`src/npmv_pkg.sv`:
```
// Package: types, constants and the byte realignment function of the majority vote decoder.
package npmv_pkg;

    typedef logic [7:0] t_byte;
    typedef logic [3:0] t_nibble;
    typedef logic [1:0] t_sym_count;

    // Reset value of the error symbol: ASCII 'E'.
    localparam t_byte ERR_SYMBOL_RESET = 8'h45;

    // Count of the symbol that triggers the vote (third symbol, counted from zero).
    localparam t_sym_count VOTE_SYMBOL = 2'd2;

    // Shift right until bits 7..5 are clear, then keep the low nibble.
    // The leading one decides the shift: bit 7 -> 3, bit 6 -> 2, bit 5 -> 1.
    function automatic t_nibble realign_nibble(input t_byte b);
        t_byte shifted;
        if (b[7]) begin
            shifted = b >> 3;
        end else if (b[6]) begin
            shifted = b >> 2;
        end else if (b[5]) begin
            shifted = b >> 1;
        end else begin
            shifted = b;
        end
        return shifted[3:0];
    endfunction

endpackage

```
`src/npmv_if.sv`:
```
// Interfaces: input byte channel and decoded result channel.
interface npmv_in_if
    import npmv_pkg::*;
();
    logic  valid;
    logic  ready;
    t_byte raw_byte;

    modport source (output valid, output raw_byte, input ready);
    modport sink   (input valid, input raw_byte, output ready);
endinterface

interface npmv_out_if
    import npmv_pkg::*;
();
    logic  valid;
    logic  ready;
    t_byte decoded_byte;
    logic  vote_failed;

    modport source (output valid, output decoded_byte, output vote_failed, input ready);
    modport sink   (input valid, input decoded_byte, input vote_failed, output ready);
endinterface

```
`src/nibble_pair_majority_vote_decoder_unit.sv`:
```
// Top level: realigns link bytes, pairs nibbles into symbols and votes every three symbols.
//
// The block takes one received link byte per item and realigns it: the byte is shifted
// right until bits 7..5 are clear, and its low nibble is kept. Two bytes make one symbol
// (first byte high nibble, second byte low nibble), and every three symbols give one
// result item: the value that at least two symbols share (checked 0/1, then 1/2, then
// 0/2), or the programmed error symbol with vote_failed set when all three differ. So
// six input items make one result item; the other five make none. Rate: one item per
// clock while the input is not stalled. The sixth byte passes from the input register
// through the realignment and the three symbol compares into the result register in a
// single pass. The result register frees the input side from a stalled sink; the input
// stalls only when the result register is still full and the item in the input register
// would produce a new result. The error symbol register resets to 'E' and is written
// through i_cfg_we / i_cfg_data; the user must write it only while the block is idle,
// as the block itself does not enforce this.
module nibble_pair_majority_vote_decoder_unit
    import npmv_pkg::*;
(
    input  logic          i_clk,
    input  logic          i_rst_n,
    npmv_in_if.sink       i_in,
    npmv_out_if.source    o_out,
    input  logic          i_cfg_we,
    input  t_byte         i_cfg_data
);

    // Configuration
    t_byte      r_err_symbol;

    // Input register
    logic       r_in_valid;
    t_byte      r_in_byte;

    // Decode state
    logic       r_second_half;
    t_nibble    r_held_high;
    t_sym_count r_sym_cnt;
    t_byte      r_earlier [2];

    // Result register
    logic       r_out_valid;
    t_byte      r_out_byte;
    logic       r_out_failed;

    t_nibble    nib;
    t_byte      sym;
    logic       produces;
    logic       out_free;
    logic       adv;
    logic       in_ready;
    t_byte      n_out_byte;
    logic       n_out_failed;

    always_comb begin
        nib      = realign_nibble(r_in_byte);
        sym      = {r_held_high, nib};
        // The second byte of the third symbol closes a vote.
        produces = r_second_half && (r_sym_cnt == VOTE_SYMBOL);
        out_free = !r_out_valid || o_out.ready;
        adv      = r_in_valid && (!produces || out_free);
        in_ready = !r_in_valid || adv;

        n_out_failed = 1'b0;
        if (r_earlier[0] == r_earlier[1]) begin
            n_out_byte = r_earlier[0];
        end else if (r_earlier[1] == sym) begin
            n_out_byte = r_earlier[1];
        end else if (r_earlier[0] == sym) begin
            n_out_byte = r_earlier[0];
        end else begin
            n_out_byte   = r_err_symbol;
            n_out_failed = 1'b1;
        end
    end

    assign i_in.ready         = in_ready;
    assign o_out.valid        = r_out_valid;
    assign o_out.decoded_byte = r_out_byte;
    assign o_out.vote_failed  = r_out_failed;

    always_ff @(posedge i_clk) begin
        if (!i_rst_n) begin
            r_err_symbol <= ERR_SYMBOL_RESET;
        end else if (i_cfg_we) begin
            r_err_symbol <= i_cfg_data;
        end
    end

    // Input register and control state
    always_ff @(posedge i_clk) begin
        if (!i_rst_n) begin
            r_in_valid    <= 1'b0;
            r_second_half <= 1'b0;
            r_held_high   <= '0;
            r_sym_cnt     <= '0;
            r_out_valid   <= 1'b0;
        end else begin
            if (in_ready) begin
                r_in_valid <= i_in.valid;
            end

            if (adv) begin
                if (!r_second_half) begin
                    r_held_high   <= nib;
                    r_second_half <= 1'b1;
                end else begin
                    r_held_high   <= '0;
                    r_second_half <= 1'b0;
                    if (produces) begin
                        r_sym_cnt <= '0;
                    end else begin
                        r_sym_cnt <= r_sym_cnt + 2'd1;
                    end
                end
            end

            if (adv && produces) begin
                r_out_valid <= 1'b1;
            end else if (o_out.ready) begin
                r_out_valid <= 1'b0;
            end
        end
    end

    // Payload registers, no reset
    always_ff @(posedge i_clk) begin
        if (in_ready) begin
            r_in_byte <= i_in.raw_byte;
        end
        // First and second symbols are stored until the vote.
        if (adv && r_second_half && !produces) begin
            r_earlier[r_sym_cnt[0]] <= sym;
        end
        if (adv && produces) begin
            r_out_byte   <= n_out_byte;
            r_out_failed <= n_out_failed;
        end
    end

endmodule

```
`src/flat_wrapper.sv`:
```
// flat-port wrapper written by rule: the top's interface ports become plain ports
module nibble_pair_majority_vote_decoder_unit_flat import npmv_pkg::*;
  (i_clk, i_rst_n, i_cfg_we, i_cfg_data, i_in_valid, i_in_raw_byte, i_in_ready, o_out_valid, o_out_decoded_byte, o_out_vote_failed, o_out_ready);
  npmv_in_if i_in_i ();
  npmv_out_if o_out_i ();
  input  logic i_clk;
  input  logic i_rst_n;
  input  logic i_cfg_we;
  input  t_byte i_cfg_data;
  input wire logic [$bits(i_in_i.valid)-1:0] i_in_valid;
  input wire logic [$bits(i_in_i.raw_byte)-1:0] i_in_raw_byte;
  output wire logic [$bits(i_in_i.ready)-1:0] i_in_ready;
  output wire logic [$bits(o_out_i.valid)-1:0] o_out_valid;
  output wire logic [$bits(o_out_i.decoded_byte)-1:0] o_out_decoded_byte;
  output wire logic [$bits(o_out_i.vote_failed)-1:0] o_out_vote_failed;
  input wire logic [$bits(o_out_i.ready)-1:0] o_out_ready;
  assign i_in_i.valid = i_in_valid;
  assign i_in_i.raw_byte = i_in_raw_byte;
  assign i_in_ready = i_in_i.ready;
  assign o_out_valid = o_out_i.valid;
  assign o_out_decoded_byte = o_out_i.decoded_byte;
  assign o_out_vote_failed = o_out_i.vote_failed;
  assign o_out_i.ready = o_out_ready;
  nibble_pair_majority_vote_decoder_unit u_core (.i_clk(i_clk), .i_rst_n(i_rst_n), .i_in(i_in_i), .o_out(o_out_i), .i_cfg_we(i_cfg_we), .i_cfg_data(i_cfg_data));
endmodule
```
`config.mk`:
```
export PLATFORM = sky130hd
export DESIGN_NAME = nibble_pair_majority_vote_decoder_unit_flat
export DESIGN_NICKNAME = d
export VERILOG_FILES = /design/src/npmv_pkg.sv /design/src/npmv_if.sv /design/src/nibble_pair_majority_vote_decoder_unit.sv /design/src/flat_wrapper.sv
export SDC_FILE = /design/constraint.sdc
export NUM_CORES = 1
export LEC_CHECK = 0
export BUFFER_PORTS_ARGS = -buffer_cell sky130_fd_sc_hd__buf_2
export CAP_MARGIN = 20
export CORE_ASPECT_RATIO = 1.4
export CORE_MARGIN = 2
export CORE_UTILIZATION = 55
export DETAILED_ROUTE_END_ITERATION = 7
export MAX_ROUTING_LAYER = met4
export PLACE_DENSITY = 0.74
export SYNTH_ARGS = -nofsm -noshare
export SYNTH_HDL_FRONTEND = slang
export SYNTH_SLANG_ARGS = --single-unit
export TNS_END_PERCENT = 20
```
`constraint.sdc`:
```
create_clock -name i_clk -period 2.6 [get_ports i_clk]
set_input_delay 0.13 -clock i_clk [delete_from_list [all_inputs] [get_ports i_clk]]
set_output_delay 0.13 -clock i_clk [all_outputs]
set_load 0.02 [all_outputs]
```
==> out/results.tsv, run 1 <==
stage	metric	value	unit
run_status	outcome	complete, no violations	
synthesis	library cell occupying the most area in the post-synthesis netlist	edfxtp_1	
worst_setup_path	endpoint of the lowest-slack register-to-register path	u_core.o_out.decoded_byte[1]	
synthesis	Syn Inst Count	211	
synthesis	top cells by area, synth	edfxtp_1 (41%), dfxtp_1 (14%), xor2_1 (5.1%)	
floorplanning	core outline area	4240	um2
worst_hold_path	min-delay worst type	in -> reg	
grt	GRT Residual Overflow	0	
worst_setup_path	critical path launch point type	flop	
routing	total wire length after detailed routing	4.45	mm
routing	iteration count of the initial detailed-routing pass	4	
placed_design	gpl congestion	0.813	
power	Combinational Power Share	0.083	
synthesis	Most used DFF post-synth	edfxtp_1	
worst_setup_path	FF-to-FF setup slack	0.23	ns
timing	minimum clock period after layout	2.37	ns
timing	RSZ-0062 raised after global routing	false	
floorplanning	die outline height	82.6	um
synthesis	number of nets in the synthesized netlist	232	
synthesis	count of yosys warnings during synthesis	0	
placed_design	count of buffers inserted at the top-level ports	31	
worst_setup_path	critical path fanouts, max	12	
timing	Slew Limit Fails	0	
timing	Total Neg Setup Slack	0	ns
timing	PnR worst setup slack	0.228	ns
timing	number of setup violations in the final report	0	
synthesis	sequential fraction of the synthesis area	0.549	
synthesis	count of flip-flops with a built-in enable after synthesis	33	
routing	drt first-iter violations	36	
floorplanning	effective utilization at floorplan	0.572	
power	power per cell area	548	nW/um2
synthesis	Synth Area in Simple Gates	0.161	
synthesis	mux contribution to synthesized area	0.0351	
power	maximum resistive drop on vdd	0.000479	V
synthesis	most numerous cell in the Yosys netlist	edfxtp_1	
synthesis	post-synthesis cell type count	49	
routing	Routed WL per cell	14.2	um
final_layout	area occupied by multi-input gates	973	um2
power	Switching Share	0.231	
clocking	post-CTS setup buffers	0	
synthesis	share of flip-flops with an asynchronous set or reset	0	
placed_design	post-placement setup slack	0.226	ns
final_layout	layout cells sized above 1	0.202	
synthesis	compound-cell area share of the yosys netlist	0.119	
worst_setup_path	first element of the critical path	u_core.r_in_byte[6]	
timing	Final Cycle Share	0.912	
synthesis	dominant combinational cell family by area after synthesis	simple AND/OR/NAND/NOR gates	
floorplanning	boundary pin count	32	
worst_setup_path	reg2reg start	u_core.r_in_byte[6]	
floorplanning	Die X-Extent	60.1	um
grt	vias in the first global route	1635	
timing	final hold violations	0	
timing	Rel. slew slack	0.683	
timing	fmax	0.422	GHz
routing	DRC viols	0	
grt	initial antenna violation count	0	
worst_setup_path	worst reg-to-reg path cell count	7	
clocking	number of buffers created by CTS	5	
worst_setup_path	Worst Path Required	2.65	ns
power	leakage	0.00111	uW
clocking	number of buffers on the longest clock path	2	
worst_setup_path	Worst EP arrival	2.42	ns
clocking	clock tree from TritonCTS	done	
synthesis	Synth top area share	0.408	
clocking	buffer type at the clock tree root	clkbuf_8	
synthesis	FF+latch count, synth	50	
synthesis	cell types with the highest counts after synthesis	edfxtp_1 (33), inv_1 (21), nand2_1 (21)	
job	number of violations of the max-capacitance limit	0	
timing	Post-Route Skew	0.00798	ns
power	net switching power of the design	356	uW
clocking	number of clock sinks seen by CTS	50	
clocking	CTS clk-pin slew, worst paths	0.09	ns
power	Reg power frac	0.582	
routing	via count	1650	
synthesis	Post-Syn Area per Cell	11.5	um2
final_layout	Filler Cells Inserted	328	
final_layout	Diodes inserted	0	
grt	largest net degree at the start of global routing	18	
timing	transition time at the pin with the least slew margin	0.476	ns
floorplanning	area enclosed by the die boundary	4970	um2
final_layout	fin nets	273	
power	internal power contribution	1190	uW
routing	ratio of routed vias to standard cells	5.27	
clocking	worst-skew pair later-pin latency	0.31	ns
clocking	number of levels in the clock H-tree	2	
synthesis	synthesized-area fraction occupied by xor and xnor cells	0.0866	
grt	GR Util All Layers	0.207	
final_layout	register area	1330	um2
synthesis	netlist area before placement	2430	um2
final_layout	signed area change from the synthesized netlist to the final layout	16.1	%
power	clock share of power	0.335	
synthesis	arithmetic-cell share of the synthesized area counting full adders, half adders and majority gates	0	
floorplanning	std cell rows	28	
grt	wire length of the first global-routing pass	7.26	mm
worst_setup_path	critical path endpoint category	flop	
worst_setup_path	worst setup path category	reg -> reg	
worst_setup_path	endpoint of the most critical setup path	u_core.o_out.decoded_byte[1]	
routing	antenna violation net count after detailed routing	0	
placed_design	HPWL reported at the end of detailed placement	3.30	mm
## repair_timing
item	CTS	global route
endpoints found under the setup margin	0	0
hold buffers	8	0
resized for setup	0	0
hold endpoints to repair	8	0
## worst max-delay path: stages (launching register included)
cell and delay (ns):
edfxtp_1 0.57, and2b_1 0.26, nor3_2 0.25, nor3_1 0.11, nor3b_2 0.25, nand4_1 0.21, a21boi_4 0.30, o221ai_1 0.16
## metal layers
metal,GRT usage,wire [um]
met1,0.207,1770
met2,0.387,2460
met3,0.0436,132
met4,0.0733,80
met5,-,0
## per-stage QoR
stage	util	hold WS (ns)	std cells	cell area (um2)	total power (uW)
floorplan	-	0.229	211	2430	999
global placement	0.620	0.306	297	2630	1030
detailed placement	0.620	0.308	297	2630	1040
CTS	0.664	0.0347	313	2820	1550
global route	0.664	0.0445	313	2820	1600
finish	0.664	0.0367	313	2820	1540
## cell usage in the layout (no fill, tap or decap), drive strengths merged, types with 2 or more instances in the layout
| master | synthesis | routed |
|---|---|---|
| a211oi | 2 | 2 |
| a21boi | 6 | 6 |
| a21oi | 3 | 3 |
| and3 | 4 | 4 |
| buf | 4 | 33 |
| clkbuf | 3 | 6 |
| dfxtp | 17 | 17 |
| dlygate4sd3 | 0 | 8 |
| edfxtp | 33 | 33 |
| inv | 21 | 22 |
| mux2i | 7 | 7 |
| nand2 | 21 | 21 |
| nand3 | 5 | 5 |
| nand3b | 2 | 2 |
| nand4 | 3 | 3 |
| nor2 | 5 | 5 |
| nor2b | 10 | 10 |
| nor3 | 3 | 3 |
| nor3b | 3 | 3 |
| nor4 | 3 | 3 |
| nor4bb | 2 | 2 |
| o211ai | 3 | 3 |
| o21ai | 4 | 4 |
| o221ai | 8 | 8 |
| xnor2 | 10 | 10 |
| xor2 | 14 | 14 |
## worst min path at each step
stage	start	endpoint	slack, ns	depth (start not counted)
2_1_floorplan	i_in_raw_byte[0]	u_core.r_in_byte[0]	0.23	0
4_1_cts	i_cfg_data[6]	u_core.r_err_symbol[6]	0.03	3
6_report	i_cfg_data[6]	u_core.r_err_symbol[6]	0.04	3
3_5_place_dp	i_in_raw_byte[0]	u_core.r_in_byte[0]	0.31	1
5_1_grt	i_cfg_data[6]	u_core.r_err_symbol[6]	0.04	3
3_3_place_gp	i_in_raw_byte[2]	u_core.r_in_byte[2]	0.31	1
## cells by family after synthesis
group	after synthesis
AOI/OAI and AO/OA	33
xor gates and xnor gates	24
and+or+nand+nor	68
DFF	50
muxes	8
buffers and inverters	28
## flip-flops by register name, indices dropped and copies added (netlist names)
| signal | cells |
|---|---|
| u_core.o_out.vote_failed | 1 |
| u_core.r_second_half | 1 |
| u_core.r_sym_cnt | 2 |
| u_core.o_out.valid | 1 |
| u_core.r_err_symbol | 8 |
| u_core.o_out.decoded_byte | 8 |
| u_core.r_earlier | 16 |
| u_core.r_in_byte | 8 |
| u_core.r_in_valid | 1 |
| u_core.r_held_high | 4 |
## cell type report
| class | instances | share of cell area |
|---|---|---|
| clock buffer | 6 | 0.0333 |
| inverter | 21 | 0.0280 |
| clock inverter | 2 | 0.00489 |
| tap | 60 | 0.0267 |
| timing repair buffer | 41 | 0.0888 |
| multi-input combinational | 133 | 0.346 |
| sequential | 50 | 0.473 |
## power groups by stage
stage,combinational (uW),clock [uW],sequential (uW)
final,129,517,898
after global routing,145,555,902
after CTS,130,526,897
after detailed placement,120,0,916
after global placement,118,0,915
after floorplan,94.9,0,904
(Power assumes the default switching activity.)
==> inputs of run 2 (changes only) <==
- MAX_ROUTING_LAYER: met4 -> default
- SKIP_LAST_GASP: default -> 1
==> run 2 against run 1 <==
Highest routed layer unchanged; via count rose by 0.24%; hold slack lost 0.0022 ns; combinational power is essentially flat; die area unchanged; critical endpoint unchanged; register-to-register slack about the same; clock-buffer cell count unchanged; first-iteration DRC count is 19% higher; worst setup slack got worse by 0.0034 ns; fmax down 0.14%; cell area is the same.
==> out/results.tsv, run 2 (same netlist as run 1, synthesis figures left out) <==
stage	metric	value	unit	change
run_status	outcome	complete, no violations		unchanged
routing	antenna violation net count after detailed routing	0		unchanged
clocking	worst-skew pair later-pin latency	0.31	ns	about the same
timing	Rel. slew slack	0.684		was 0.683
routing	ratio of routed vias to standard cells	5.28		was 5.27
timing	final hold violations	0		unchanged
grt	GRT Residual Overflow	0		unchanged
final_layout	Filler Cells Inserted	328		unchanged
final_layout	register area	1330	um2	unchanged
clocking	clock tree from TritonCTS	done		unchanged
placed_design	instance area after placement	2630	um2	unchanged
grt	wire length of the first global-routing pass	7.27	mm	was 7.26 mm
placed_design	count of buffers inserted at the top-level ports	31		unchanged
worst_setup_path	Worst Path Required	2.65	ns	about the same
floorplanning	boundary pin count	32		unchanged
clocking	buffer type at the clock tree root	clkbuf_8		unchanged
clocking	number of levels in the clock H-tree	2		unchanged
timing	worst hold margin	0.0344	ns	was 0.0367 ns
final_layout	layout cells sized above 1	0.202		unchanged
timing	minimum clock period after layout	2.38	ns	was 2.37 ns
placed_design	post-placement setup slack	0.226	ns	unchanged
floorplanning	std cell rows	28		unchanged
worst_setup_path	Worst EP arrival	2.42	ns	about the same
final_layout	signed area change from the synthesized netlist to the final layout	16.1	%	unchanged
final_layout	most common cell after layout, fill and taps aside	edfxtp_1		unchanged
worst_setup_path	worst stage delay on the critical path	0.56	ns	was 0.57 ns
clocking	number of gates resized after cts	0		unchanged
timing	transition time at the pin with the least slew margin	0.474	ns	was 0.476 ns
final_layout	Largest register FFs	16		unchanged
floorplanning	Die X-Extent	60.1	um	unchanged
clocking	number of clock sinks seen by CTS	50		unchanged
timing	Final Cycle Share	0.914		was 0.912
floorplanning	effective utilization at floorplan	0.572		unchanged
floorplanning	core outline area	4240	um2	unchanged
timing	Post-Route Skew	0.00726	ns	was 0.00798 ns
grt	vias in the first global route	1633		was 1635
routing	total wire length after detailed routing	4.47	mm	was 4.45 mm
worst_setup_path	critical path fanouts, max	12		unchanged
routing	iteration count of the initial detailed-routing pass	5		was 4
job	number of violations of the max-capacitance limit	0		unchanged
worst_setup_path	worst setup path category	reg -> reg		unchanged
clocking	number of buffers created by CTS	5		unchanged
timing	PnR worst setup slack	0.225	ns	was 0.228 ns
clocking	CTS clk-pin slew, worst paths	0.09	ns	about the same
timing	Slew Limit Fails	0		unchanged
worst_setup_path	ordered cell list for the critical path	and2b_1, nor3_2, nor3_1, nor3b_2, nand4_1, a21boi_4, o221ai_1		unchanged
placed_design	gpl congestion	0.802		was 0.813
final_layout	fin nets	273		unchanged
routing	Routed WL per cell	14.3	um	was 14.2 um
worst_setup_path	Slowest cell on crit path	edfxtp_1		unchanged
clocking	number of buffers on the longest clock path	2		unchanged
grt	GR Util All Layers	0.202		was 0.207
timing	RSZ-0062 raised after global routing	false		unchanged
routing	DRC viols	0		unchanged
timing	fmax	0.421	GHz	was 0.422 GHz
power	leakage	0.00111	uW	unchanged
timing	number of setup violations in the final report	0		unchanged
worst_hold_path	min-delay worst type	in -> reg		unchanged
worst_setup_path	critical path endpoint category	flop		unchanged
grt	largest net degree at the start of global routing	18		unchanged
timing	Total Neg Setup Slack	0	ns	unchanged
clocking	post-CTS setup buffers	0		unchanged
placed_design	HPWL reported at the end of detailed placement	3.30	mm	unchanged
power	power per cell area	548	nW/um2	about the same
power	power consumption	1540	uW	about the same
floorplanning	die outline height	82.6	um	unchanged
final_layout	finished layout cell area	2820	um2	unchanged
final_layout	highest-count cells in the layout ignoring fill and taps	edfxtp_1 (33), buf_2 (31), inv_1 (21), nand2_1 (21), dfxtp_1 (17)		unchanged
floorplanning	area enclosed by the die boundary	4970	um2	unchanged
final_layout	area occupied by multi-input gates	973	um2	unchanged
grt	initial antenna violation count	0		unchanged
power	maximum resistive drop on vdd	0.000479	V	about the same
final_layout	Diodes inserted	0		unchanged
routing	drt first-iter violations	43		was 36
worst_setup_path	critical path launch point type	flop		unchanged
routing	via count	1654		was 1650
[run 2: what timing repair did]
action                                  in CTS  in global routing
hold buffers                                 8                  0
endpoints found under the setup margin       0                  0
hold endpoints to repair                     8                  0
[run 2: power breakdown]
group	switching (uW)	leakage, uW	internal (uW)
clock	268	0.0000567	250
combinational	62.2	0.000608	66.8
sequential	27.4	0.000448	870
total	358	0.00111	1190
[run 2: area by class of cell]
type / count / share of cell area
tap: 60 / 0.0267
sequential: 50 / 0.473
inverter: 21 / 0.0280
clock inverter: 2 / 0.00489
clock buffer: 6 / 0.0333
timing repair buffer: 41 / 0.0888
multi-input combinational: 133 / 0.346
[run 2: through the flow]
step	util	cells
floorplan	-	211
global placement	0.620	297
detailed placement	0.620	297
CTS	0.664	313
global route	0.664	313
finish	0.664	313
[run 2: final timing paths]
check,from,to,slack [ns],cells after the start
worst max-delay path,u_core.r_in_byte[6],u_core.o_out.decoded_byte[1],0.22,7
worst min-delay path,i_cfg_data[6],u_core.r_err_symbol[6],0.03,3
worst max register to register,u_core.r_in_byte[6],u_core.o_out.decoded_byte[1],0.22,7
worst min register to register,u_core.r_err_symbol[2],u_core.r_err_symbol[2],0.49,2
[run 2: per-layer routing]
| layer | share of wire | vias to the layer above | track usage |
|---|---|---|---|
| li1 | - | 833 | - |
| met1 | 0.40 | 775 | 0.208 |
| met4 | 0.018 | 0 | 0.0733 |
| met2 | 0.55 | 39 | 0.386 |
| met3 | 0.031 | 7 | 0.0452 |
| met5 | 0 | - | 0 |
[run 2: critical path, delay by kind of cell, from the launching register on]
kind | cells | cell delay, ns
AO/OA/AOI/OAI | 2 | 0.46
AND/OR/NAND/NOR | 5 | 1.09
flip-flops | 1 | 0.56
==> inputs of run 3 (changes only) <==
- CTS_BUF_LIST: default -> sky130_fd_sc_hd__clkbuf_16
- RECOVER_POWER: default -> 100
- REMOVE_ABC_BUFFERS: default -> 1
==> run 3 against run 2 <==
Die area did not move; sequential power barely moved; combinational power fell by 4%; non-clock buffer count fell by 5; first-iteration DRC count rose by 47%; hold slack got worse by 0.021 ns; routed wire length fell by 2.4%; register-to-register slack got worse by 0.02 ns; cell count fell by 1.6%; critical endpoint unchanged.
==> out/results.tsv, run 3 (same netlist as run 1, synthesis figures left out) <==
stage	metric	value	unit	change
timing	PnR worst setup slack	0.206	ns	was 0.225 ns
grt	GR Util All Layers	0.187		was 0.202
worst_setup_path	endpoint of the lowest-slack register-to-register path	u_core.o_out.decoded_byte[1]		unchanged
placed_design	post-placement setup slack	0.230	ns	was 0.226 ns
grt	wire length of the first global-routing pass	6.65	mm	was 7.27 mm
routing	ratio of routed vias to standard cells	5.30		was 5.28
job	number of violations of the max-capacitance limit	0		unchanged
final_layout	most common cell after layout, fill and taps aside	edfxtp_1		unchanged
floorplanning	std cell rows	28		unchanged
worst_setup_path	worst stage delay on the critical path	0.56	ns	about the same
grt	largest net degree at the start of global routing	18		unchanged
worst_setup_path	ordered cell list for the critical path	and2b_1, nor3_2, nor3_1, nor3b_2, nand4_1, a21boi_4, o221ai_1		unchanged
run_status	outcome	complete, no violations		unchanged
clocking	number of buffers created by CTS	5		unchanged
timing	number of setup violations in the final report	0		unchanged
floorplanning	boundary pin count	32		unchanged
final_layout	signed area change from the synthesized netlist to the final layout	15.0	%	was 16.1%
worst_hold_path	hold-critical path endpoint	u_core.r_in_byte[1]		was u_core.r_err_symbol[6]
floorplanning	area enclosed by the die boundary	4970	um2	unchanged
placed_design	count of buffers inserted at the top-level ports	31		unchanged
worst_hold_path	worst hold path stage count	1		was 3
timing	final hold violations	0		unchanged
routing	antenna violation net count after detailed routing	0		unchanged
worst_setup_path	worst setup path category	reg -> reg		unchanged
worst_setup_path	Worst Path Required	2.62	ns	was 2.65 ns
placed_design	gpl congestion	0.842		was 0.802
final_layout	highest-count cells in the layout ignoring fill and taps	edfxtp_1 (33), inv_1 (21), nand2_1 (21), buf_2 (21), dfxtp_1 (17)		was edfxtp_1 (33), buf_2 (31), inv_1 (21), nand2_1 (21), dfxtp_1 (17)
placed_design	HPWL reported at the end of detailed placement	3.28	mm	was 3.30 mm
worst_setup_path	Worst EP arrival	2.42	ns	about the same
routing	iteration count of the initial detailed-routing pass	5		unchanged
clocking	buffer type at the clock tree root	clkbuf_16		was clkbuf_8
power	maximum resistive drop on vdd	0.000606	V	was 0.000479 V
worst_setup_path	critical path launch point type	flop		unchanged
worst_hold_path	launch point of the worst hold path	i_in_raw_byte[1]		was i_cfg_data[6]
worst_hold_path	min-delay worst type	in -> reg		unchanged
timing	minimum clock period after layout	2.39	ns	was 2.38 ns
grt	initial antenna violation count	0		unchanged
timing	fmax	0.418	GHz	was 0.421 GHz
timing	transition time at the pin with the least slew margin	0.588	ns	was 0.474 ns
clocking	number of clock sinks seen by CTS	50		unchanged
final_layout	fin nets	268		was 273
clocking	CTS clk-pin slew, worst paths	0.06	ns	was 0.09 ns
routing	Routed WL per cell	14.1	um	was 14.3 um
timing	Final Cycle Share	0.921		was 0.914
clocking	number of buffers on the longest clock path	2		unchanged
routing	via count	1632		was 1654
worst_setup_path	worst reg-to-reg path cell count	7		unchanged
worst_setup_path	FF-to-FF setup slack	0.21	ns	was 0.22 ns
timing	Rel. slew slack	0.608		was 0.684
power	power consumption	1670	uW	was 1540 uW
worst_setup_path	critical path fanouts, max	12		unchanged
grt	vias in the first global route	1489		was 1633
floorplanning	die outline height	82.6	um	unchanged
clocking	worst-skew pair later-pin latency	0.29	ns	was 0.31 ns
routing	drt first-iter violations	63		was 43
routing	total wire length after detailed routing	4.36	mm	was 4.47 mm
floorplanning	core outline area	4240	um2	unchanged
grt	GRT Residual Overflow	0		unchanged
floorplanning	Die X-Extent	60.1	um	unchanged
floorplanning	effective utilization at floorplan	0.572		unchanged
timing	Slew Limit Fails	0		unchanged
routing	DRC viols	0		unchanged
clocking	count of hold buffers inserted by post-cts repair	0		was 8
final_layout	Diodes inserted	0		unchanged
power	leakage	0.00108	uW	was 0.00111 uW
worst_setup_path	reg2reg start	u_core.r_in_byte[6]		unchanged
worst_setup_path	Slowest cell on crit path	edfxtp_1		unchanged
final_layout	layout cells sized above 1	0.173		was 0.202
clocking	clock tree from TritonCTS	done		unchanged
power	power per cell area	598	nW/um2	was 548 nW/um2
final_layout	Largest register FFs	16		unchanged
timing	Post-Route Skew	0.00467	ns	was 0.00726 ns
clocking	number of levels in the clock H-tree	2		unchanged
worst_setup_path	critical path endpoint category	flop		unchanged
## run 3: changes by cell type in the layout (fill, tap and decap cells not counted), moves of 3 or more
cell / previous run / this run
clkbuf_16: 1 / 5
clkbuf_8: 5 / 0
buf_2: 31 / 21
clkbuf_1: 0 / 10
buf_4: 2 / 5
dlygate4sd3_1: 8 / 0
## run 3: layer usage
metal	global-route usage	vias to the layer above	part of all wire
met2	0.333	46	0.52
met1	0.203	747	0.42
met5	0	-	0
met4	0.0867	0	0.028
met3	0.0467	11	0.037
li1	-	828	-
## run 3: what timing repair did
item                                    in CTS  in global routing
endpoints found under the setup margin       0                  2
resized for setup                            0                  1
setup buffers                                0                  3
## run 3: critical path: cells and delay by family (launching register included)
family	cells	cell delay (ns)
AND/OR/NAND/NOR	5	1.11
flip-flops	1	0.56
AO/OA/AOI/OAI	2	0.46
## run 3: worst max path at each step
stage,startpoint,to,slack [ns],cells past startpoint
finish,u_core.r_in_byte[6],u_core.o_out.decoded_byte[1],0.21,7
global route,u_core.r_in_byte[6],u_core.o_out.decoded_byte[3],-0.009,7
CTS,u_core.r_in_byte[6],u_core.o_out.decoded_byte[1],0.23,7
detailed placement,u_core.r_in_byte[6],u_core.o_out.decoded_byte[1],0.23,7
global placement,u_core.r_in_byte[6],u_core.o_out.decoded_byte[1],0.27,7
floorplan,u_core.r_in_byte[6],u_core.o_out.decoded_byte[0],0.52,7
## run 3: layout make-up
| class | instances | area [um2] |
|---|---|---|
| clock buffers | 5 | 125 |
| repair buffers | 36 | 180 |
| clock inverters | 3 | 25.0 |
| well taps | 60 | 75.1 |
| fillers | 334 | 1450 |
| flip-flops and latches | 50 | 1330 |
| multi-input cells | 133 | 975 |
| inverters | 21 | 78.8 |
## run 3: metrics by stage
stage          hold slack [ns]  setup TNS, ns  cell area (um2)  utilization  instances
4_1_cts                 0.0103              0             2780        0.656        305
2_1_floorplan            0.229              0             2380            -        204
3_5_place_dp             0.308              0             2630        0.620        297
3_3_place_gp             0.306              0             2630        0.620        297
5_1_grt                0.00966        -0.0163             2790        0.658        308
6_report                0.0134              0             2790        0.658        308
## run 3: power by group
part	total (uW)	internal (uW)	switching [uW]
Combinational	124	61.4	62.3
Clock	647	361	286
Sequential	897	871	26.4
Total	1670	1290	375
